### config.mk
export PLATFORM = sky130hd
export DESIGN_NAME = bvtc_div
export DESIGN_NICKNAME = d
export VERILOG_FILES = /design/src/hdl/bvtc_pkg.sv /design/src/hdl/bvtc_div.sv
export VERILOG_INCLUDE_DIRS = /design/src /design/src/hdl
export SDC_FILE = /design/constraint.sdc
export NUM_CORES = 1
export LEC_CHECK = 0
export BUFFER_PORTS_ARGS = -buffer_cell sky130_fd_sc_hd__buf_2
export CORE_MARGIN = 8
export CORE_UTILIZATION = 48
export DETAILED_ROUTE_END_ITERATION = 7
export PLACE_DENSITY = 0.75
export SLEW_MARGIN = 20
export SYNTH_ARGS = -nofsm -noshare
export SYNTH_HDL_FRONTEND = slang
export SYNTH_SLANG_ARGS = --single-unit
### constraint.sdc
create_clock -name aclk -period 2 [get_ports aclk]
set_input_delay 0.2 -clock aclk [delete_from_list [all_inputs] [get_ports aclk]]
set_output_delay 0.2 -clock aclk [all_outputs]
set_load 0.01 [all_outputs]
### src/hdl/box_vs_tilemap_collision_unit_macros.svh
// Assertion helpers shared by the collision unit's top, divider and sequencer modules.
// Each expects aclk and aresetn in the scope where it is used.
`ifndef BOX_VS_TILEMAP_COLLISION_UNIT_MACROS_SVH
`define BOX_VS_TILEMAP_COLLISION_UNIT_MACROS_SVH

// Same-cycle implication.
`define BVTC_ASSERT_NOW(label, ante, cons, msg) \
    label: assert property (@(posedge aclk) disable iff (!aresetn) (ante) |-> (cons)) \
        else $error(msg);

// Next-cycle implication.
`define BVTC_ASSERT_NEXT(label, ante, cons, msg) \
    label: assert property (@(posedge aclk) disable iff (!aresetn) (ante) |=> (cons)) \
        else $error(msg);

`endif

### src/hdl/bvtc_pkg.sv
package bvtc_pkg;

    // Defaults for the top-level parameters
    localparam int SCREEN_GRID_DEF   = 16;
    localparam int TILE_MAP_SIDE_DEF = 512;

    // Field widths
    localparam int POS_W      = 16;
    localparam int SIZE_W     = 8;
    localparam int CELL_W     = 9;
    localparam int OPC_W      = 2;
    localparam int CFG_W      = 8;
    localparam int CFG_IDX_W  = 1;
    localparam int TILE_SHIFT = 3;              // 8x8 pixel tiles
    localparam int TILE_W     = POS_W - TILE_SHIFT;

    // Stream packing
    localparam int S_TDATA_W  = 72;
    localparam int M_TDATA_W  = 8;
    localparam int PX_LSB     = 0;
    localparam int PY_LSB     = PX_LSB + POS_W;
    localparam int BW_LSB     = PY_LSB + POS_W;
    localparam int BH_LSB     = BW_LSB + SIZE_W;
    localparam int CX_LSB     = BH_LSB + SIZE_W;
    localparam int CY_LSB     = CX_LSB + CELL_W;
    localparam int BV_LSB     = CY_LSB + CELL_W;

    // Divider
    localparam int DIV_STEPS  = POS_W;
    localparam int DIV_CNT_W  = $clog2(DIV_STEPS);

    // Opcodes
    localparam logic [OPC_W-1:0] OP_WR_SCREEN = 2'd0;
    localparam logic [OPC_W-1:0] OP_WR_TILE   = 2'd1;
    localparam logic [OPC_W-1:0] OP_QUERY     = 2'd2;

    // Config registers
    localparam logic [CFG_IDX_W-1:0] CFG_SCREEN_WIDTH  = 1'b0;
    localparam logic [CFG_IDX_W-1:0] CFG_SCREEN_HEIGHT = 1'b1;
    localparam logic [CFG_W-1:0]     SCREEN_W_RST      = 8'd128;
    localparam logic [CFG_W-1:0]     SCREEN_H_RST      = 8'd128;

    // Micro-operations
    typedef enum logic [4:0] {
        UOP_CLEAR,
        UOP_ACCEPT,
        UOP_NOP,
        UOP_PREP,
        UOP_DIV_START,
        UOP_DIV_WAIT,
        UOP_SCR_INIT,
        UOP_SCR_SCAN,
        UOP_TILE_INIT,
        UOP_ROW_READ,
        UOP_TILE_SCAN,
        UOP_TILE_NEXT_Y,
        UOP_SET_FREE,
        UOP_EMIT,
        UOP_WR_SCREEN,
        UOP_WR_TILE
    } uop_t;

    // Jump conditions
    typedef enum logic [4:0] {
        COND_NEVER,
        COND_ALWAYS,
        COND_CLR_MORE,
        COND_NO_REQ,
        COND_OP_SCREEN,
        COND_OP_TILE,
        COND_NOT_QUERY,
        COND_BAD_SIZE,
        COND_DIV_BUSY,
        COND_SCR_EMPTY,
        COND_SCR_OOR,
        COND_SCR_STEP,
        COND_SCR_MISS,
        COND_TILE_EMPTY,
        COND_X_STEP,
        COND_TILE_SOLID,
        COND_Y_MORE,
        COND_OUT_FULL
    } cond_t;

    typedef enum logic [1:0] {
        DIV_C0,
        DIV_C1,
        DIV_R0,
        DIV_R1
    } div_sel_t;

    localparam int PC_W = 5;
    typedef logic [PC_W-1:0] pc_t;

    typedef struct packed {
        uop_t     uop;
        cond_t    cond;
        div_sel_t dsel;
        pc_t      target;
    } ucode_t;

    // Status flags from the datapath to the sequencer
    typedef struct packed {
        logic clr_more;
        logic no_req;
        logic op_screen;
        logic op_tile;
        logic not_query;
        logic bad_size;
        logic div_busy;
        logic scr_empty;
        logic scr_oor;
        logic scr_step;
        logic scr_miss;
        logic tile_empty;
        logic x_step;
        logic tile_solid;
        logic y_more;
        logic out_full;
    } flags_t;

    // Tile memory command
    typedef struct packed {
        logic clr;
        logic wr;
        logic rd;
        logic bit_val;
    } tmem_cmd_t;

    // Program addresses
    localparam pc_t PC_CLEAR  = 5'd0;
    localparam pc_t PC_ACCEPT = 5'd1;
    localparam pc_t PC_SINIT  = 5'd14;
    localparam pc_t PC_SSCAN  = 5'd16;
    localparam pc_t PC_TINIT  = 5'd18;
    localparam pc_t PC_ROW    = 5'd19;
    localparam pc_t PC_TSCAN  = 5'd20;
    localparam pc_t PC_FREE   = 5'd23;
    localparam pc_t PC_EMIT   = 5'd24;
    localparam pc_t PC_WSCR   = 5'd26;
    localparam pc_t PC_WTILE  = 5'd27;
    localparam pc_t PC_LAST   = PC_WTILE;

    function automatic ucode_t mk_uw(uop_t u, cond_t c, div_sel_t d, pc_t t);
        ucode_t w;
        w.uop    = u;
        w.cond   = c;
        w.dsel   = d;
        w.target = t;
        return w;
    endfunction

    // Control store
    function automatic ucode_t ucode_rom(pc_t pc);
        ucode_t w;
        case (pc)
            5'd0:  w = mk_uw(UOP_CLEAR,       COND_CLR_MORE,   DIV_C0, PC_CLEAR);
            5'd1:  w = mk_uw(UOP_ACCEPT,      COND_NO_REQ,     DIV_C0, PC_ACCEPT);
            5'd2:  w = mk_uw(UOP_NOP,         COND_OP_SCREEN,  DIV_C0, PC_WSCR);
            5'd3:  w = mk_uw(UOP_NOP,         COND_OP_TILE,    DIV_C0, PC_WTILE);
            5'd4:  w = mk_uw(UOP_NOP,         COND_NOT_QUERY,  DIV_C0, PC_ACCEPT);
            5'd5:  w = mk_uw(UOP_PREP,        COND_BAD_SIZE,   DIV_C0, PC_EMIT);
            5'd6:  w = mk_uw(UOP_DIV_START,   COND_NEVER,      DIV_C0, PC_CLEAR);
            5'd7:  w = mk_uw(UOP_DIV_WAIT,    COND_DIV_BUSY,   DIV_C0, 5'd7);
            5'd8:  w = mk_uw(UOP_DIV_START,   COND_NEVER,      DIV_C1, PC_CLEAR);
            5'd9:  w = mk_uw(UOP_DIV_WAIT,    COND_DIV_BUSY,   DIV_C1, 5'd9);
            5'd10: w = mk_uw(UOP_DIV_START,   COND_NEVER,      DIV_R0, PC_CLEAR);
            5'd11: w = mk_uw(UOP_DIV_WAIT,    COND_DIV_BUSY,   DIV_R0, 5'd11);
            5'd12: w = mk_uw(UOP_DIV_START,   COND_NEVER,      DIV_R1, PC_CLEAR);
            5'd13: w = mk_uw(UOP_DIV_WAIT,    COND_DIV_BUSY,   DIV_R1, 5'd13);
            5'd14: w = mk_uw(UOP_SCR_INIT,    COND_SCR_EMPTY,  DIV_C0, PC_TINIT);
            5'd15: w = mk_uw(UOP_NOP,         COND_SCR_OOR,    DIV_C0, PC_EMIT);
            5'd16: w = mk_uw(UOP_SCR_SCAN,    COND_SCR_STEP,   DIV_C0, PC_SSCAN);
            5'd17: w = mk_uw(UOP_NOP,         COND_SCR_MISS,   DIV_C0, PC_EMIT);
            5'd18: w = mk_uw(UOP_TILE_INIT,   COND_TILE_EMPTY, DIV_C0, PC_FREE);
            5'd19: w = mk_uw(UOP_ROW_READ,    COND_NEVER,      DIV_C0, PC_CLEAR);
            5'd20: w = mk_uw(UOP_TILE_SCAN,   COND_X_STEP,     DIV_C0, PC_TSCAN);
            5'd21: w = mk_uw(UOP_NOP,         COND_TILE_SOLID, DIV_C0, PC_EMIT);
            5'd22: w = mk_uw(UOP_TILE_NEXT_Y, COND_Y_MORE,     DIV_C0, PC_ROW);
            5'd23: w = mk_uw(UOP_SET_FREE,    COND_NEVER,      DIV_C0, PC_CLEAR);
            5'd24: w = mk_uw(UOP_EMIT,        COND_OUT_FULL,   DIV_C0, PC_EMIT);
            5'd25: w = mk_uw(UOP_NOP,         COND_ALWAYS,     DIV_C0, PC_ACCEPT);
            5'd26: w = mk_uw(UOP_WR_SCREEN,   COND_ALWAYS,     DIV_C0, PC_ACCEPT);
            5'd27: w = mk_uw(UOP_WR_TILE,     COND_ALWAYS,     DIV_C0, PC_ACCEPT);
            default: w = mk_uw(UOP_NOP,       COND_ALWAYS,     DIV_C0, PC_ACCEPT);
        endcase
        return w;
    endfunction

endpackage

### src/hdl/bvtc_div.sv
`include "box_vs_tilemap_collision_unit_macros.svh"

// Restoring divider, one quotient bit per cycle.
module bvtc_div
    import bvtc_pkg::*;
(
    input  logic             aclk,
    input  logic             aresetn,
    input  logic             start,
    input  logic [POS_W-1:0] dividend,
    input  logic [CFG_W-1:0] divisor,
    output logic             busy,
    output logic [POS_W-1:0] quotient
);

    logic                 busy_reg, busy_next;
    logic [DIV_CNT_W-1:0] cnt_reg, cnt_next;
    logic [POS_W-1:0]     quo_reg, quo_next;
    logic [CFG_W-1:0]     rem_reg, rem_next;
    logic [CFG_W-1:0]     dvs_reg, dvs_next;
    logic [CFG_W:0]       shifted;
    logic                 fits;

    assign shifted = {rem_reg, quo_reg[POS_W-1]};
    assign fits    = shifted >= {1'b0, dvs_reg};

    always_comb begin
        busy_next = busy_reg;
        cnt_next  = cnt_reg;
        quo_next  = quo_reg;
        rem_next  = rem_reg;
        dvs_next  = dvs_reg;
        if (start) begin
            busy_next = 1'b1;
            cnt_next  = '0;
            quo_next  = dividend;
            rem_next  = '0;
            dvs_next  = divisor;
        end else if (busy_reg) begin
            rem_next = fits ? CFG_W'(shifted - {1'b0, dvs_reg}) : CFG_W'(shifted);
            quo_next = {quo_reg[POS_W-2:0], fits};
            cnt_next = cnt_reg + 1'b1;
            if (cnt_reg == DIV_CNT_W'(DIV_STEPS - 1)) begin
                busy_next = 1'b0;
            end
        end
    end

    always_ff @(posedge aclk) begin
        if (!aresetn) begin
            busy_reg <= 1'b0;
            cnt_reg  <= '0;
        end else begin
            busy_reg <= busy_next;
            cnt_reg  <= cnt_next;
        end
    end

    always_ff @(posedge aclk) begin
        quo_reg <= quo_next;
        rem_reg <= rem_next;
        dvs_reg <= dvs_next;
    end

    assign busy     = busy_reg;
    assign quotient = quo_reg;

    // a run always takes the full count of steps
    `BVTC_ASSERT_NOW(a_div_len, $past(aresetn) && $fell(busy_reg), $past(cnt_reg) == DIV_CNT_W'(DIV_STEPS - 1), "divider finished early")

endmodule

==> flow_summary_export.csv, run 1 <==
group,metric,value,unit
status,outcome,"complete, no violations",
yosys,synth_cell_types,41,
finish,drive_above_1_share,41.9,%
power_and_ir_drop,clock_power_share,31.2,%
finish,seqCellArea,981,sq um
setup_path,worstSetupPathType,"register to register",
clocking,h-tree-depth,2,
setup_path,ff2ff_path_depth,7,
power_and_ir_drop,internal_power,1.48,mW
floorplan,fp.coreArea,4000,sq um
yosys,synth_warnings,0,
yosys,syn-num-nets,213,
power_and_ir_drop,p_sw,0.559,mW
finish,largest_reg_flops,16,
floorplan,die_x,80.3,microns
drt,totalWireLength,4410,microns
drt,drt_first_pass_iters,4,
setup_path,crit_required,2.05,ns
floorplan,die_h,80.3,microns
place,dp_cells,278,
setup_path,start_kind,"register",
global_route,grt_pass1_vias,1592,
yosys,netlist_instances,176,
drt,drtIter0Drc,92,
timing,setup_tns,0,ns
clocking,clk_path_buf_depth,2,
power_and_ir_drop,comb_power_share,23.3,%
yosys,ys_seq_elements,37,
power_and_ir_drop,p_sw_share,27.5,%
yosys,synth_edf_count,24,
finish,fillCellCount,313,
power_and_ir_drop,seqPwrFrac,45.5,%
global_route,grt_usage,14.7,%
clocking,cts_tree,"built",
global_route,grt_pass1_wl,7430,microns
finish,multi_input_area,982,sq um
yosys,synth_top_area_share,36.3,%
yosys,async_flop_share,0,%
hold_path,min_to,"dvs_reg[7]",
global_route,antenna_found_initial,0,
place,dp_slack,-0.0232,ns
power_and_ir_drop,peakVddDrop,0.572,mV
finish,final_cells,286,
clocking,cts_made_buffers,5,
finish,stdcell_area,2530,sq um
drt,vias_per_cell,5.29,
hold_path,hold_depth,1,
finish,antennaDiodeCount,0,
timing,max_freq,0.508,GHz
power_and_ir_drop,power.leakage,1.09,nW
timing,max-slew-margin-rel,59.1,%
global_route,grt_max_degree,21,
setup_path,rrSetupSlack,0.03,ns
yosys,syn-cell-area,1980,sq um
global_route,overflow,0,
floorplan,pin_count,44,
hold_path,hp-class,"input pin to register",
finish,layout_common_cells,"43 x buf_2, 24 x edfxtp_1, 20 x nor2_1",
place,hpwl,3300,microns
yosys,synth_flop_cell,"edfxtp_1",
setup_path,cp_max_fo,6,
setup_path,end_kind,"register",
place,port_buffers,43,
drt,drc,0,
hold_path,hp-start,"divisor[7]",
power_and_ir_drop,power_density,803,nW/um^2
clocking,clk_latency,0.29,ns
yosys,avgSynthCellArea,11.3,sq um
floorplan,dieArea,6450,sq um
yosys,ys_top_cells_by_area,"edfxtp_1 36%, dfxtp_1 13%, mux2_2 9.1%",
job,cap_violations,0,
drt,wl_per_cell,15.4,microns
floorplan,initial_utilization,49.6,%
drt,via_count,1514,
finish,fin_util,63.3,%
timing,clock_skew,0.00643,ns
setup_path,arrival,2.02,ns
clocking,cts-root-buf,"clkbuf_8",
yosys,yosysSeqAreaShare,49.4,%
timing,min_period,1.97,ns
finish,final_common_cell,"buf_2",
power_and_ir_drop,fin_total_pwr,2.03,mW
setup_path,r2r_start,"dvs_reg[3]",
timing,whs,0.0809,ns
timing,hold_viol,0,
timing,period_share,98.5,%
place,placed_area,2390,sq um
floorplan,num_rows,23,
clocking,cts_setup_buffers,0,
timing,max_slew.worst_pin.slew,0.612,ns
timing,setup_violations,0,
drt,ant_nets,0,
finish,nNetsFinal,272,
yosys,synth_top_area_cell,"edfxtp_1",
timing,slew_viol_final,0,
clocking,numClockSinks,37,
timing,finalWorstSetupSlack,0.0304,ns
setup_path,r2r_end,"quotient[0]",
place,place.gp.congestion,0.855,
finish,syn_to_final_growth,27.7,%
clocking,path_clk_slew,0.08,ns
layout make-up:
class	count	share of cell area (%)
Sequential cell	37	38.7
Tap cell	50	2.47
Clock inverter	1	0.296
Multi-Input combinational cell	120	38.8
Clock buffer	7	4.25
Timing Repair Buffer	58	13.6
Inverter	13	1.93
cells in the mapped netlist (3+ instances only):
master and instances:
inv_1 13, nor2b_1 3, ha_1 9, a21o_1 3, o21ai_0 5, edfxtp_1 24
a211oi_1 3, nand2b_1 4, mux2_2 16, o211ai_1 6, xor2_1 3, o311a_1 3
nor2_1 20, xnor2_1 3, buf_1 3, nand3_1 3, nand2_1 13, a21oi_1 4
dfxtp_1 13
worst max-delay path by stage:
| stage | from | end | slack [ns] | depth (start not counted) |
|---|---|---|---|---|
| final | dvs_reg[3] | quotient[0] | 0.03 | 7 |
| after global routing | dvs_reg[4] | rem_reg[1] | -0.05 | 8 |
| after CTS | dvs_reg[3] | rem_reg[7] | 0.01 | 8 |
| after detailed placement | dvs_reg[4] | quotient[0] | -0.02 | 7 |
| after global placement | dvs_reg[4] | quotient[0] | 0.02 | 7 |
| after floorplan | dvs_reg[1] | quotient[0] | -0.01 | 8 |
power by group through the flow:
stage          combinational [mW]  clock [mW]  sequential [mW]
5_1_grt                     0.521       0.683            0.934
2_1_floorplan               0.275           0            0.955
3_3_place_gp                0.446           0            0.940
6_report                    0.474       0.634            0.926
4_1_cts                     0.461       0.650            0.926
3_5_place_dp                0.454           0            0.942
critical path, cell delays in order (launching register included):
cell	delay (ns)
edfxtp_1	0.38
inv_2	0.08
ha_4	0.21
a21o_1	0.21
a21oi_4	0.20
a31oi_4	0.11
or2_4	0.28
mux2_2	0.26
cell families (layout without fill, tap and decap cells):
kind of cell | count (synthesis) | in the layout | share of synthesized area, %
AO/OA/AOI/OAI | 36 | 36 | 15.4
XOR/XNOR | 6 | 6 | 2.65
adder cells (fa/ha/maj) | 10 | 10 | 6.68
buffers and inverters | 19 | 79 | 4.03
flip-flops | 37 | 37 | 49.4
multiplexers | 17 | 17 | 9.58
AND/OR/NAND/NOR | 51 | 51 | 12.2
layer usage:
metal | share of wire [%] | global-route usage [%] | vias to the layer above
li1 | - | - | 756
met4 | 1.3 | 5.64 | 0
met3 | 5.1 | 5.58 | 7
met1 | 45 | 17.3 | 718
met5 | 0 | 0 | -
met2 | 48 | 23.5 | 33
repair_timing:
action | 4_1_cts | 5_1_grt
pin swaps | 0 | 6
hold endpoints to repair | 0 | 0
endpoints found under the setup margin | 3 | 5
gates resized for setup | 1 | 6
hold buffers | 0 | 0
Power figures use the tool's default switching activity.
==> run 2, diff against run 1 <==
CORE_UTILIZATION = 43   (was 48)
CTS_CLUSTER_DIAMETER = 30   (was default)
PLACE_DENSITY = 0.66   (was 0.75)
clock period = 2.2 ns   (was 2 ns; I/O delays follow)
==> flow_summary_export.csv, run 2 (synthesized netlist as in run 1, its figures left out) <==
group,metric,value,unit
timing,clock_skew,0.00225,ns
drt,vias_per_cell,5.18,
global_route,grt_max_degree,20,
setup_path,worstSetupPathType,"register to register",
timing,setup_violations,0,
finish,fin_util,53.7,%
timing,max_slew.worst_pin.slew,0.478,ns
finish,largest_reg_flops,16,
timing,hold_viol,0,
finish,antennaDiodeCount,0,
power_and_ir_drop,peakVddDrop,0.465,mV
floorplan,fp.coreArea,4410,sq um
global_route,antenna_found_initial,0,
clocking,numClockSinks,37,
timing,setup_tns,0,ns
power_and_ir_drop,power_density,700,nW/um^2
setup_path,end_kind,"register",
place,dp_cells,271,
timing,slew_viol_final,0,
clocking,h-tree-depth,2,
clocking,clk_latency,0.29,ns
status,outcome,"complete, no violations",
timing,min_period,2.06,ns
finish,layout_common_cells,"43 x buf_2, 24 x edfxtp_1, 20 x nor2_1",
place,hpwl,3300,microns
floorplan,die_x,83.9,microns
timing,finalWorstSetupSlack,0.136,ns
place,port_buffers,43,
finish,nNetsFinal,263,
clocking,cts_made_buffers,5,
finish,syn_to_final_growth,19.4,%
finish,final_common_cell,"buf_2",
timing,rsz0062_at_grt,"false",
finish,final_cells,279,
job,cap_violations,0,
clocking,cts_tree,"built",
clocking,hold_buffers,0,
floorplan,die_h,83.9,microns
global_route,grt_usage,12.4,%
floorplan,dieArea,7040,sq um
setup_path,crit_required,2.24,ns
timing,period_share,93.8,%
global_route,overflow,0,
drt,ant_nets,0,
drt,drt_first_pass_iters,4,
drt,wl_per_cell,15.3,microns
global_route,grt_pass1_vias,1589,
timing,max_freq,0.484,GHz
clocking,cts-root-buf,"clkbuf_8",
place,dp_slack,0.0630,ns
power_and_ir_drop,power.leakage,1.02,nW
clocking,path_clk_slew,0.07,ns
floorplan,initial_utilization,45.0,%
drt,totalWireLength,4280,microns
timing,max-slew-margin-rel,68.0,%
setup_path,cp_max_fo,8,
drt,via_count,1444,
clocking,clk_path_buf_depth,2,
setup_path,start_kind,"register",
setup_path,arrival,2.10,ns
drt,drc,0,
global_route,grt_pass1_wl,7220,microns
place,place.gp.congestion,0.807,
finish,drive_above_1_share,35.2,%
floorplan,num_rows,24,
hold_path,hp-class,"input pin to register",
floorplan,pin_count,44,
drt,drtIter0Drc,64,
## run 2: worst paths after layout
check                           cells past startpoint          end  slack (ns)       start
worst max register to register                      6  quotient[0]        0.14  rem_reg[2]
worst min-delay path                                1   dvs_reg[2]        0.10  divisor[2]
worst min register to register                      2   rem_reg[6]        0.52  rem_reg[6]
worst max-delay path                                6  quotient[0]        0.14  rem_reg[2]
## run 2: report_power, final
group          switching, mW  internal, mW  leakage (nW)
registers             0.0324         0.808         0.346
logic                  0.207         0.172         0.630
clock network          0.228         0.213        0.0430
## run 2: layout make-up
cell class	instances	area (sq um)
Multi-Input combinational cell	120	933
Clock inverter	3	12.5
Timing Repair Buffer	49	260
Inverter	13	48.8
Fill cell	402	2040
Tap cell	52	65.1
Sequential cell	37	981
Clock buffer	5	68.8
## run 2: critical path: stages, from the launching register on
cell and delay [ns]:
dfxtp_1 0.34, ha_1 0.38, a21o_1 0.21, a21oi_4 0.21, a31oi_4 0.12, or2_4 0.29
mux2_2 0.27
## run 2: what timing repair did
item                       in CTS  in global routing
setup buffers                   0                  0
gates resized for setup         0                  2
setup endpoints to repair       0                  2
## run 2: through the flow
| stage | cell area, sq um | power, mW | hold slack (ns) |
|---|---|---|---|
| global placement | 2280 | 1.22 | 0.398 |
| floorplan | 1980 | 1.10 | 0.319 |
| CTS | 2360 | 1.68 | 0.0920 |
| detailed placement | 2280 | 1.23 | 0.399 |
| finish | 2370 | 1.66 | 0.104 |
| global route | 2370 | 1.76 | 0.0856 |
## run 2: metal layers
| metal | wire (microns) | track usage [%] | part of all wire [%] | up-vias |
|---|---|---|---|---|
| li1 | - | - | - | 741 |
| met4 | 62 | 4.87 | 1.4 | 0 |
| met1 | 1880 | 13.8 | 44 | 664 |
| met3 | 306 | 5.66 | 7.1 | 6 |
| met2 | 2030 | 20.2 | 47 | 33 |
| met5 | 0 | 0 | 0 | - |
