`src/hdl/box_vs_tilemap_collision_unit_macros.svh`:
```
// Assertion helpers shared by the collision unit's top, divider and sequencer modules.
// Each expects aclk and aresetn in the scope where it is used.
`ifndef BOX_VS_TILEMAP_COLLISION_UNIT_MACROS_SVH
`define BOX_VS_TILEMAP_COLLISION_UNIT_MACROS_SVH

// Same-cycle implication.
`define BVTC_ASSERT_NOW(label, ante, cons, msg) \
    label: assert property (@(posedge aclk) disable iff (!aresetn) (ante) |-> (cons)) \
        else $error(msg);

// Next-cycle implication.
`define BVTC_ASSERT_NEXT(label, ante, cons, msg) \
    label: assert property (@(posedge aclk) disable iff (!aresetn) (ante) |=> (cons)) \
        else $error(msg);

`endif

```
`src/hdl/bvtc_pkg.sv`:
```
package bvtc_pkg;

    // Defaults for the top-level parameters
    localparam int SCREEN_GRID_DEF   = 16;
    localparam int TILE_MAP_SIDE_DEF = 512;

    // Field widths
    localparam int POS_W      = 16;
    localparam int SIZE_W     = 8;
    localparam int CELL_W     = 9;
    localparam int OPC_W      = 2;
    localparam int CFG_W      = 8;
    localparam int CFG_IDX_W  = 1;
    localparam int TILE_SHIFT = 3;              // 8x8 pixel tiles
    localparam int TILE_W     = POS_W - TILE_SHIFT;

    // Stream packing
    localparam int S_TDATA_W  = 72;
    localparam int M_TDATA_W  = 8;
    localparam int PX_LSB     = 0;
    localparam int PY_LSB     = PX_LSB + POS_W;
    localparam int BW_LSB     = PY_LSB + POS_W;
    localparam int BH_LSB     = BW_LSB + SIZE_W;
    localparam int CX_LSB     = BH_LSB + SIZE_W;
    localparam int CY_LSB     = CX_LSB + CELL_W;
    localparam int BV_LSB     = CY_LSB + CELL_W;

    // Divider
    localparam int DIV_STEPS  = POS_W;
    localparam int DIV_CNT_W  = $clog2(DIV_STEPS);

    // Opcodes
    localparam logic [OPC_W-1:0] OP_WR_SCREEN = 2'd0;
    localparam logic [OPC_W-1:0] OP_WR_TILE   = 2'd1;
    localparam logic [OPC_W-1:0] OP_QUERY     = 2'd2;

    // Config registers
    localparam logic [CFG_IDX_W-1:0] CFG_SCREEN_WIDTH  = 1'b0;
    localparam logic [CFG_IDX_W-1:0] CFG_SCREEN_HEIGHT = 1'b1;
    localparam logic [CFG_W-1:0]     SCREEN_W_RST      = 8'd128;
    localparam logic [CFG_W-1:0]     SCREEN_H_RST      = 8'd128;

    // Micro-operations
    typedef enum logic [4:0] {
        UOP_CLEAR,
        UOP_ACCEPT,
        UOP_NOP,
        UOP_PREP,
        UOP_DIV_START,
        UOP_DIV_WAIT,
        UOP_SCR_INIT,
        UOP_SCR_SCAN,
        UOP_TILE_INIT,
        UOP_ROW_READ,
        UOP_TILE_SCAN,
        UOP_TILE_NEXT_Y,
        UOP_SET_FREE,
        UOP_EMIT,
        UOP_WR_SCREEN,
        UOP_WR_TILE
    } uop_t;

    // Jump conditions
    typedef enum logic [4:0] {
        COND_NEVER,
        COND_ALWAYS,
        COND_CLR_MORE,
        COND_NO_REQ,
        COND_OP_SCREEN,
        COND_OP_TILE,
        COND_NOT_QUERY,
        COND_BAD_SIZE,
        COND_DIV_BUSY,
        COND_SCR_EMPTY,
        COND_SCR_OOR,
        COND_SCR_STEP,
        COND_SCR_MISS,
        COND_TILE_EMPTY,
        COND_X_STEP,
        COND_TILE_SOLID,
        COND_Y_MORE,
        COND_OUT_FULL
    } cond_t;

    typedef enum logic [1:0] {
        DIV_C0,
        DIV_C1,
        DIV_R0,
        DIV_R1
    } div_sel_t;

    localparam int PC_W = 5;
    typedef logic [PC_W-1:0] pc_t;

    typedef struct packed {
        uop_t     uop;
        cond_t    cond;
        div_sel_t dsel;
        pc_t      target;
    } ucode_t;

    // Status flags from the datapath to the sequencer
    typedef struct packed {
        logic clr_more;
        logic no_req;
        logic op_screen;
        logic op_tile;
        logic not_query;
        logic bad_size;
        logic div_busy;
        logic scr_empty;
        logic scr_oor;
        logic scr_step;
        logic scr_miss;
        logic tile_empty;
        logic x_step;
        logic tile_solid;
        logic y_more;
        logic out_full;
    } flags_t;

    // Tile memory command
    typedef struct packed {
        logic clr;
        logic wr;
        logic rd;
        logic bit_val;
    } tmem_cmd_t;

    // Program addresses
    localparam pc_t PC_CLEAR  = 5'd0;
    localparam pc_t PC_ACCEPT = 5'd1;
    localparam pc_t PC_SINIT  = 5'd14;
    localparam pc_t PC_SSCAN  = 5'd16;
    localparam pc_t PC_TINIT  = 5'd18;
    localparam pc_t PC_ROW    = 5'd19;
    localparam pc_t PC_TSCAN  = 5'd20;
    localparam pc_t PC_FREE   = 5'd23;
    localparam pc_t PC_EMIT   = 5'd24;
    localparam pc_t PC_WSCR   = 5'd26;
    localparam pc_t PC_WTILE  = 5'd27;
    localparam pc_t PC_LAST   = PC_WTILE;

    function automatic ucode_t mk_uw(uop_t u, cond_t c, div_sel_t d, pc_t t);
        ucode_t w;
        w.uop    = u;
        w.cond   = c;
        w.dsel   = d;
        w.target = t;
        return w;
    endfunction

    // Control store
    function automatic ucode_t ucode_rom(pc_t pc);
        ucode_t w;
        case (pc)
            5'd0:  w = mk_uw(UOP_CLEAR,       COND_CLR_MORE,   DIV_C0, PC_CLEAR);
            5'd1:  w = mk_uw(UOP_ACCEPT,      COND_NO_REQ,     DIV_C0, PC_ACCEPT);
            5'd2:  w = mk_uw(UOP_NOP,         COND_OP_SCREEN,  DIV_C0, PC_WSCR);
            5'd3:  w = mk_uw(UOP_NOP,         COND_OP_TILE,    DIV_C0, PC_WTILE);
            5'd4:  w = mk_uw(UOP_NOP,         COND_NOT_QUERY,  DIV_C0, PC_ACCEPT);
            5'd5:  w = mk_uw(UOP_PREP,        COND_BAD_SIZE,   DIV_C0, PC_EMIT);
            5'd6:  w = mk_uw(UOP_DIV_START,   COND_NEVER,      DIV_C0, PC_CLEAR);
            5'd7:  w = mk_uw(UOP_DIV_WAIT,    COND_DIV_BUSY,   DIV_C0, 5'd7);
            5'd8:  w = mk_uw(UOP_DIV_START,   COND_NEVER,      DIV_C1, PC_CLEAR);
            5'd9:  w = mk_uw(UOP_DIV_WAIT,    COND_DIV_BUSY,   DIV_C1, 5'd9);
            5'd10: w = mk_uw(UOP_DIV_START,   COND_NEVER,      DIV_R0, PC_CLEAR);
            5'd11: w = mk_uw(UOP_DIV_WAIT,    COND_DIV_BUSY,   DIV_R0, 5'd11);
            5'd12: w = mk_uw(UOP_DIV_START,   COND_NEVER,      DIV_R1, PC_CLEAR);
            5'd13: w = mk_uw(UOP_DIV_WAIT,    COND_DIV_BUSY,   DIV_R1, 5'd13);
            5'd14: w = mk_uw(UOP_SCR_INIT,    COND_SCR_EMPTY,  DIV_C0, PC_TINIT);
            5'd15: w = mk_uw(UOP_NOP,         COND_SCR_OOR,    DIV_C0, PC_EMIT);
            5'd16: w = mk_uw(UOP_SCR_SCAN,    COND_SCR_STEP,   DIV_C0, PC_SSCAN);
            5'd17: w = mk_uw(UOP_NOP,         COND_SCR_MISS,   DIV_C0, PC_EMIT);
            5'd18: w = mk_uw(UOP_TILE_INIT,   COND_TILE_EMPTY, DIV_C0, PC_FREE);
            5'd19: w = mk_uw(UOP_ROW_READ,    COND_NEVER,      DIV_C0, PC_CLEAR);
            5'd20: w = mk_uw(UOP_TILE_SCAN,   COND_X_STEP,     DIV_C0, PC_TSCAN);
            5'd21: w = mk_uw(UOP_NOP,         COND_TILE_SOLID, DIV_C0, PC_EMIT);
            5'd22: w = mk_uw(UOP_TILE_NEXT_Y, COND_Y_MORE,     DIV_C0, PC_ROW);
            5'd23: w = mk_uw(UOP_SET_FREE,    COND_NEVER,      DIV_C0, PC_CLEAR);
            5'd24: w = mk_uw(UOP_EMIT,        COND_OUT_FULL,   DIV_C0, PC_EMIT);
            5'd25: w = mk_uw(UOP_NOP,         COND_ALWAYS,     DIV_C0, PC_ACCEPT);
            5'd26: w = mk_uw(UOP_WR_SCREEN,   COND_ALWAYS,     DIV_C0, PC_ACCEPT);
            5'd27: w = mk_uw(UOP_WR_TILE,     COND_ALWAYS,     DIV_C0, PC_ACCEPT);
            default: w = mk_uw(UOP_NOP,       COND_ALWAYS,     DIV_C0, PC_ACCEPT);
        endcase
        return w;
    endfunction

endpackage

```
`src/hdl/bvtc_seq.sv`:
```
`include "box_vs_tilemap_collision_unit_macros.svh"

// Microprogram sequencer: step counter, control store, conditional jump.
module bvtc_seq
    import bvtc_pkg::*;
(
    input  logic   aclk,
    input  logic   aresetn,
    input  flags_t flags,
    output ucode_t ctrl
);

    pc_t  pc_reg, pc_next;
    logic take;

    assign ctrl = ucode_rom(pc_reg);

    always_comb begin
        case (ctrl.cond)
            COND_NEVER:      take = 1'b0;
            COND_ALWAYS:     take = 1'b1;
            COND_CLR_MORE:   take = flags.clr_more;
            COND_NO_REQ:     take = flags.no_req;
            COND_OP_SCREEN:  take = flags.op_screen;
            COND_OP_TILE:    take = flags.op_tile;
            COND_NOT_QUERY:  take = flags.not_query;
            COND_BAD_SIZE:   take = flags.bad_size;
            COND_DIV_BUSY:   take = flags.div_busy;
            COND_SCR_EMPTY:  take = flags.scr_empty;
            COND_SCR_OOR:    take = flags.scr_oor;
            COND_SCR_STEP:   take = flags.scr_step;
            COND_SCR_MISS:   take = flags.scr_miss;
            COND_TILE_EMPTY: take = flags.tile_empty;
            COND_X_STEP:     take = flags.x_step;
            COND_TILE_SOLID: take = flags.tile_solid;
            COND_Y_MORE:     take = flags.y_more;
            COND_OUT_FULL:   take = flags.out_full;
            default:         take = 1'b0;
        endcase
    end

    always_comb begin
        pc_next = take ? ctrl.target : pc_reg + 1'b1;
    end

    always_ff @(posedge aclk) begin
        if (!aresetn) begin
            pc_reg <= PC_CLEAR;
        end else begin
            pc_reg <= pc_next;
        end
    end

    `BVTC_ASSERT_NOW(a_pc_range, 1'b1, pc_reg <= PC_LAST, "step counter left the program")
    `BVTC_ASSERT_NEXT(a_dispatch, (ctrl.uop == UOP_ACCEPT) && !flags.no_req, pc_reg == PC_ACCEPT + 1'b1, "accepted request not dispatched")

endmodule
```
`config.mk`:
```
export PLATFORM = sky130hd
export DESIGN_NAME = bvtc_seq
export DESIGN_NICKNAME = d
export VERILOG_FILES = /design/src/hdl/bvtc_pkg.sv /design/src/hdl/bvtc_seq.sv
export VERILOG_INCLUDE_DIRS = /design/src /design/src/hdl
export SDC_FILE = /design/constraint.sdc
export NUM_CORES = 1
export LEC_CHECK = 0
export BUFFER_PORTS_ARGS = -buffer_cell sky130_fd_sc_hd__buf_2
export CAP_MARGIN = 40
export CORE_UTILIZATION = 53
export CTS_CLUSTER_DIAMETER = 100
export CTS_CLUSTER_SIZE = 28
export DETAILED_ROUTE_END_ITERATION = 12
export PLACE_DENSITY = 0.79
export SKIP_LAST_GASP = 1
export SLEW_MARGIN = 20
export SYNTH_ARGS = -nofsm -noshare
export SYNTH_HDL_FRONTEND = slang
export SYNTH_SLANG_ARGS = --single-unit
```
`constraint.sdc`:
```
create_clock -name aclk -period 3.4 [get_ports aclk]
set_input_delay 0.17 -clock aclk [delete_from_list [all_inputs] [get_ports aclk]]
set_output_delay 0.17 -clock aclk [all_outputs]
set_load 0.01 [all_outputs]
```
==> results of run 1 <==
## layer usage
| metal | share of wire (%) | vias up |
|---|---|---|
| met4 | 1.4 | 0 |
| li1 | - | 648 |
| met1 | 43 | 617 |
| met2 | 51 | 43 |
| met5 | 0 | - |
| met3 | 4.6 | 7 |
## power by group through the flow
| stage | clock (mW) | sequential (mW) | combinational (mW) |
|---|---|---|---|
| 3_5_place_dp | 0 | 0.459 | 1.35 |
| 2_1_floorplan | 0 | 0.447 | 1.11 |
| 4_1_cts | 0.123 | 0.453 | 1.35 |
| 5_1_grt | 0.137 | 0.471 | 1.52 |
| 3_3_place_gp | 0 | 0.451 | 1.31 |
| 6_report | 0.121 | 0.457 | 1.39 |
## worst min path at each step
stage,endpoint,startpoint,slack [ns],depth (start not counted)
2_1_floorplan,pc_reg[1]$_SDFF_PN0_,aresetn,0.43,3
5_1_grt,ctrl[15]$_SDFF_PP0_,aresetn,0.33,3
4_1_cts,ctrl[15]$_SDFF_PP0_,aresetn,0.30,3
3_3_place_gp,ctrl[15],ctrl[15]$_SDFF_PP0_,0.56,1
3_5_place_dp,ctrl[14],ctrl[14]$_DFF_P_,0.56,1
6_report,ctrl[15]$_SDFF_PP0_,aresetn,0.31,3
## critical path, delay by kind of cell (launching register included)
family	cells	cell delay, ns
AOI/OAI and AO/OA	5	1.21
adders and majority gates	1	0.29
buffers and inverters	1	0.13
DFF	1	0.48
muxes	2	0.41
and+or+nand+nor	2	0.49
## layout by cell type (no fill, tap or decap), drive strengths merged, types with 4 or more instances in the layout
cell type	netlist	routed
a21oi	9	9
nand2	22	22
inv	8	8
nand2b	4	4
nand3	7	7
o21ai	8	8
dfxtp	21	21
mux2i	13	13
o221ai	4	4
ha	7	7
buf	11	37
nor2	8	8
a211oi	4	4
## metrics by stage
step / instance area (µm²) / setup slack (ns)
global placement: 1583 / 0.3038
CTS: 1610 / 0.1738
detailed placement: 1583 / 0.2080
global route: 1619 / 0.08375
floorplan: 1446 / 0.5359
finish: 1619 / 0.2974
## kinds of logic after synthesis
family	count (synthesis)	synth area share, %
compound gates	45	24.91
xor+xnor	5	3.028
fa+ha+maj	7	6.055
buf+inv	21	10.03
flops	21	29.07
mux	13	8.996
other cells	1	0.2593
simple gates	51	17.65
## final cells by class
type	count	area (µm²)
Fill cell	229	903.4
Timing Repair Buffer	37	195.2
Multi-Input combinational cell	122	888.4
Tap cell	30	37.54
Sequential cell	21	421.7
Clock buffer	3	22.52
Clock inverter	1	5.005
Inverter	9	48.80
==> flow_summary.json, run 1 <==
{
  "synth-async-reset-ratio_pct": 0,
  "switching_share_pct": 51.13,
  "drc": 0,
  "setup-violations-final": 0,
  "drt_iter0_markers": 52,
  "crit_end": "ctrl[7]$_DFF_P_",
  "clkPwrFrac_pct": 6.2,
  "grt_pass1_wl_mm": 5.444,
  "power.density_nw_per_um2": 1213,
  "timing.hold.ws_ns": 0.3108,
  "synthToLayoutAreaGrowth_pct": 11.94,
  "reg2reg_to": "ctrl[7]$_DFF_P_",
  "status": "finished clean",
  "slowest_stage": "o41a_4",
  "vias": 1315,
  "r2r_start": "ctrl[7]$_DFF_P_",
  "nNetsFinal": 219,
  "ys_ff_latch": 21,
  "yosysUniqueCellTypes": 48,
  "post_cts_buffers": 0,
  "dieHeight_um": 54.24,
  "grt-ovfl-total": 0,
  "synth_top_cells_by_area": "dfxtp_1, mux2i_1, ha_1, nand2_1, a21oi_1",
  "cpPeakStageDelay_ns": 0.54,
  "r2r_slack_ns": 0.30,
  "gp_congestion": 0.9581,
  "leakage_nw": 0.7627,
  "crit_start": "ctrl[7]$_DFF_P_",
  "num_antenna_cells": 0,
  "row_count": 18,
  "cts_resized": 0,
  "cts_sinks": 21,
  "slew_viol_final": 0,
  "synth_edf_count": 0,
  "synthCells": 164,
  "yosysTopAreaCell": "dfxtp_1",
  "critPathKind": "register to register",
  "hold_viol_final": 0,
  "arrival_ns": 3.30,
  "ir_drop_mv": 0.7251,
  "grt_busiest_layer": "met2",
  "intPower_mw": 0.9596,
  "crit_path_cell_trace": "mux2i_1 -> o32ai_1 -> o41a_4 -> nor2b_4 -> mux2i_1 -> nand2b_1 -> clkinv_8 -> ha_1 -> o21ai_0 -> a21oi_1 -> a221o_1",
  "grt_pass1_vias": 1181,
  "final_util_pct": 64.19,
  "dr.pass1.iters": 4,
  "holdCritPathClass": "input pin to register",
  "drive_gt1_share_pct": 27.46,
  "layout_worst_path_cycle_share_pct": 91.25,
  "grtUsageTotal_pct": 25.64,
  "fin_worst_skew_ns": 0.004943,
  "finalCriticalPeriod_ns": 3.103,
  "clock_tree.buffer_depth": 2,
  "syn_nets": 189,
  "cp_max_fo": 12,
  "rsz0062_at_grt": "false",
  "grt_max_degree": 20,
  "wl_per_cell_um": 15.21,
  "met2_usage_pct": 43.70,
  "synth_top_area_share_pct": 29.07,
  "path_clk_slew_ns": 0.11,
  "avgSynthCellArea_um2": 8.819,
  "antenna_found_initial": 0,
  "ff2ff_path_depth": 11,
  "yosys_most_used_dff": "dfxtp_1",
  "dieArea_um2": 2942,
  "combPwrFrac_pct": 70.5,
  "cts_made_buffers": 3,
  "fmax_mhz": 322.3,
  "power_switching_mw": 1.004,
  "antenna_left": 0,
  "crit_path_start_kind": "register",
  "max_cap_violations": 0,
  "die_x_um": 54.24,
  "critPathRequiredTime_ns": 3.60,
  "finalWirelength_mm": 3.391,
  "start_util_pct": 57.34,
  "yosysSeqAreaShare_pct": 29.07,
  "tns_ns": 0,
  "largest_reg_flops": 16,
  "ys_warn_count": 0,
  "coreArea_um2": 2522,
  "hpwl_mm": 2.505,
  "clkLatencyLatePin_ns": 0.31,
  "use_met3_pct": 4.444,
  "syn_area_um2": 1446,
  "fin_total_pwr_mw": 1.963,
  "ys_top_cells_by_count": "dfxtp_1, nand2_1, mux2i_1",
  "seqPwrFrac_pct": 23.3,
  "critPathMostFrequentCell": "mux2i_1",
  "via_per_inst": 5.897,
  "num_io_pins": 35,
  "port_buffers": 33,
  "htreeDepth": 1,
  "cts_hold_buf": 0,
  "cts_root_buf": "clkbuf_4",
  "worstSetupEndpointType": "register",
  "tightest_slew_ns": 0.7446,
  "cts_tree": "done",
  "grt_use_met1_pct": 32.88,
  "final_cells": 223,
  "placed_cells": 219,
  "slew_headroom_pct": 50.36
}
(Power assumes the default switching activity.)
==> inputs of run 2 (changes only) <==
--- a/config.mk
+++ b/config.mk
@@ -8,11 +8,13 @@
 export LEC_CHECK = 0
 export BUFFER_PORTS_ARGS = -buffer_cell sky130_fd_sc_hd__buf_2
 export CAP_MARGIN = 40
-export CORE_UTILIZATION = 53
+export CELL_PAD_IN_SITES_DETAIL_PLACEMENT = 1
+export CELL_PAD_IN_SITES_GLOBAL_PLACEMENT = 2
+export CORE_UTILIZATION = 31
 export CTS_CLUSTER_DIAMETER = 100
 export CTS_CLUSTER_SIZE = 28
 export DETAILED_ROUTE_END_ITERATION = 12
-export PLACE_DENSITY = 0.79
+export PLACE_DENSITY_LB_ADDON = 0.1
 export SKIP_LAST_GASP = 1
 export SLEW_MARGIN = 20
 export SYNTH_ARGS = -nofsm -noshare
==> run 2 against run 1 <==
Against the previous run:
- die area rose by 68%
- sequential share of layout area shrank 1.2 points
- final cell count up 12%
- clock skew down 0.0035 ns
- first-iteration DRC count down 48%
- fmax decreased by 1.4%
==> flow_summary.json, run 2 (synthesized netlist as in run 1, its figures left out) <==
{
  "grt-ovfl-total": 0,
  "multi_input_area_um2": 880.8,
  "cts_root_buf": "clkbuf_8",
  "ir_drop_mv": 0.4646,
  "via_per_inst": 5.264,
  "crit_path_cell_trace": "or3b_1 -> o32ai_1 -> o41a_4 -> nor2b_4 -> mux2i_1 -> nand2b_1 -> clkinv_8 -> ha_1 -> o21ai_0 -> a21oi_1 -> a221o_1",
  "hpwl_mm": 3.305,
  "start_util_pct": 32.77,
  "vias": 1316,
  "cts_hold_buf": 0,
  "post_cts_buffers": 0,
  "layout_worst_path_cycle_share_pct": 92.55,
  "htreeDepth": 1,
  "die_x_um": 70.31,
  "grt_pass1_wl_mm": 6.630,
  "path_buf_inv": 1,
  "nNetsFinal": 224,
  "tns_ns": 0,
  "worstSetupEndpointType": "register",
  "cp_top_family": "compound AO/OA/AOI/OAI gates",
  "slowest_stage": "dfxtp_1",
  "clkLatencyLatePin_ns": 0.26,
  "status": "finished clean",
  "coreArea_um2": 4414,
  "max_cap_violations": 0,
  "arrival_ns": 3.29,
  "finalCriticalPeriod_ns": 3.147,
  "final_util_pct": 38.41,
  "fin_worst_skew_ns": 0.001462,
  "cpPeakStageDelay_ns": 0.57,
  "synthToLayoutAreaGrowth_pct": 17.21,
  "timing.hold.ws_ns": 0.3459,
  "power.density_nw_per_um2": 1231,
  "grt_max_degree": 26,
  "layout_commonest_cell": "buf_2",
  "placedInstanceArea_um2": 1648,
  "path_clk_slew_ns": 0.08,
  "dieHeight_um": 70.31,
  "gp_congestion": 0.7976,
  "cp_max_fo": 12,
  "dr.pass1.iters": 4,
  "drive_gt1_share_pct": 28.79,
  "critPathKind": "register to register",
  "antenna_left": 0,
  "cts_made_buffers": 3,
  "regArea_um2": 421.7,
  "n_fill_cell": 538,
  "stdcell_area_um2": 1695,
  "holdCritPathClass": "input pin to register",
  "antenna_found_initial": 0,
  "dieArea_um2": 4943,
  "rsz0062_at_grt": "false",
  "wl_per_cell_um": 16.80,
  "setup-violations-final": 0,
  "largest_reg_flops": 16,
  "postLayoutSetupSlackWorst_ns": 0.2534,
  "num_io_pins": 35,
  "finalWirelength_mm": 4.200,
  "grtUsageTotal_pct": 17.44,
  "cts_tree": "done",
  "row_count": 24,
  "slew_viol_final": 0,
  "grt_pass1_vias": 1286,
  "port_buffers": 33,
  "critPathRequiredTime_ns": 3.55,
  "drc": 0,
  "crit_path_start_kind": "register",
  "post-place-ws_ns": 0.1465,
  "leakage_nw": 0.7922,
  "drt_iter0_markers": 27,
  "layout_common_cells": "buf_2, nand2_1, dfxtp_1, mux2i_1",
  "num_antenna_cells": 0,
  "hold_viol_final": 0,
  "clock_tree.buffer_depth": 2,
  "fmax_mhz": 317.8,
  "cts_resized": 0,
  "cts_sinks": 21
}
[run 2: cell count changes in the layout (fill, tap and decap cells not counted)]
cell / before / now
a32oi_1: 0 / 1
a32oi_2: 1 / 0
buf_4: 4 / 9
clkbuf_4: 3 / 0
clkbuf_8: 0 / 3
[run 2: power breakdown]
part | switching [mW] | internal (mW) | leakage, nW | total [mW]
clock | 0.0815 | 0.0817 | 0.0255 | 0.163
sequential | 0.108 | 0.360 | 0.174 | 0.468
combinational | 0.860 | 0.596 | 0.592 | 1.46
total | 1.05 | 1.04 | 0.792 | 2.09
[run 2: area by class of cell]
class / instances / share of cell area [%]
clock inverters: 1 / 0.2952
clock buffers: 3 / 2.435
well taps: 52 / 3.838
inverters: 9 / 2.878
flip-flops and latches: 21 / 24.87
repair buffers: 42 / 13.73
multi-input cells: 122 / 51.96
[run 2: path summary, 6_finish.rpt]
kind              cells past startpoint  slack, ns       startpoint              endpoint
hold reg to reg                       2       0.81  ctrl[4]$_DFF_P_  pc_reg[4]$_SDFF_PN0_
setup / recovery                     11       0.25  ctrl[8]$_DFF_P_       ctrl[7]$_DFF_P_
setup reg to reg                     11       0.25  ctrl[8]$_DFF_P_       ctrl[7]$_DFF_P_
hold / removal                        3       0.35          aresetn    ctrl[6]$_SDFF_PP0_
[run 2: per-stage QoR]
step | power (mW) | instances
finish | 2.087 | 250
CTS | 2.105 | 250
floorplan | 1.556 | 164
global route | 2.268 | 250
detailed placement | 1.936 | 246
global placement | 1.913 | 246
[run 2: per-layer routing]
metal,wire (µm),global-route usage (%)
met5,0,0
met4,66,6.667
met3,153,2.742
met2,2017,29.10
met1,1962,22.33
[run 2: worst register-to-register path, stage by stage (launching register included)]
cell      delay, ns
dfxtp_1        0.57
or3b_1         0.18
o32ai_1        0.07
o41a_4         0.54
nor2b_4        0.23
mux2i_1        0.19
nand2b_1       0.28
clkinv_8       0.14
ha_1           0.29
o21ai_0        0.17
a21oi_1        0.10
a221o_1        0.27
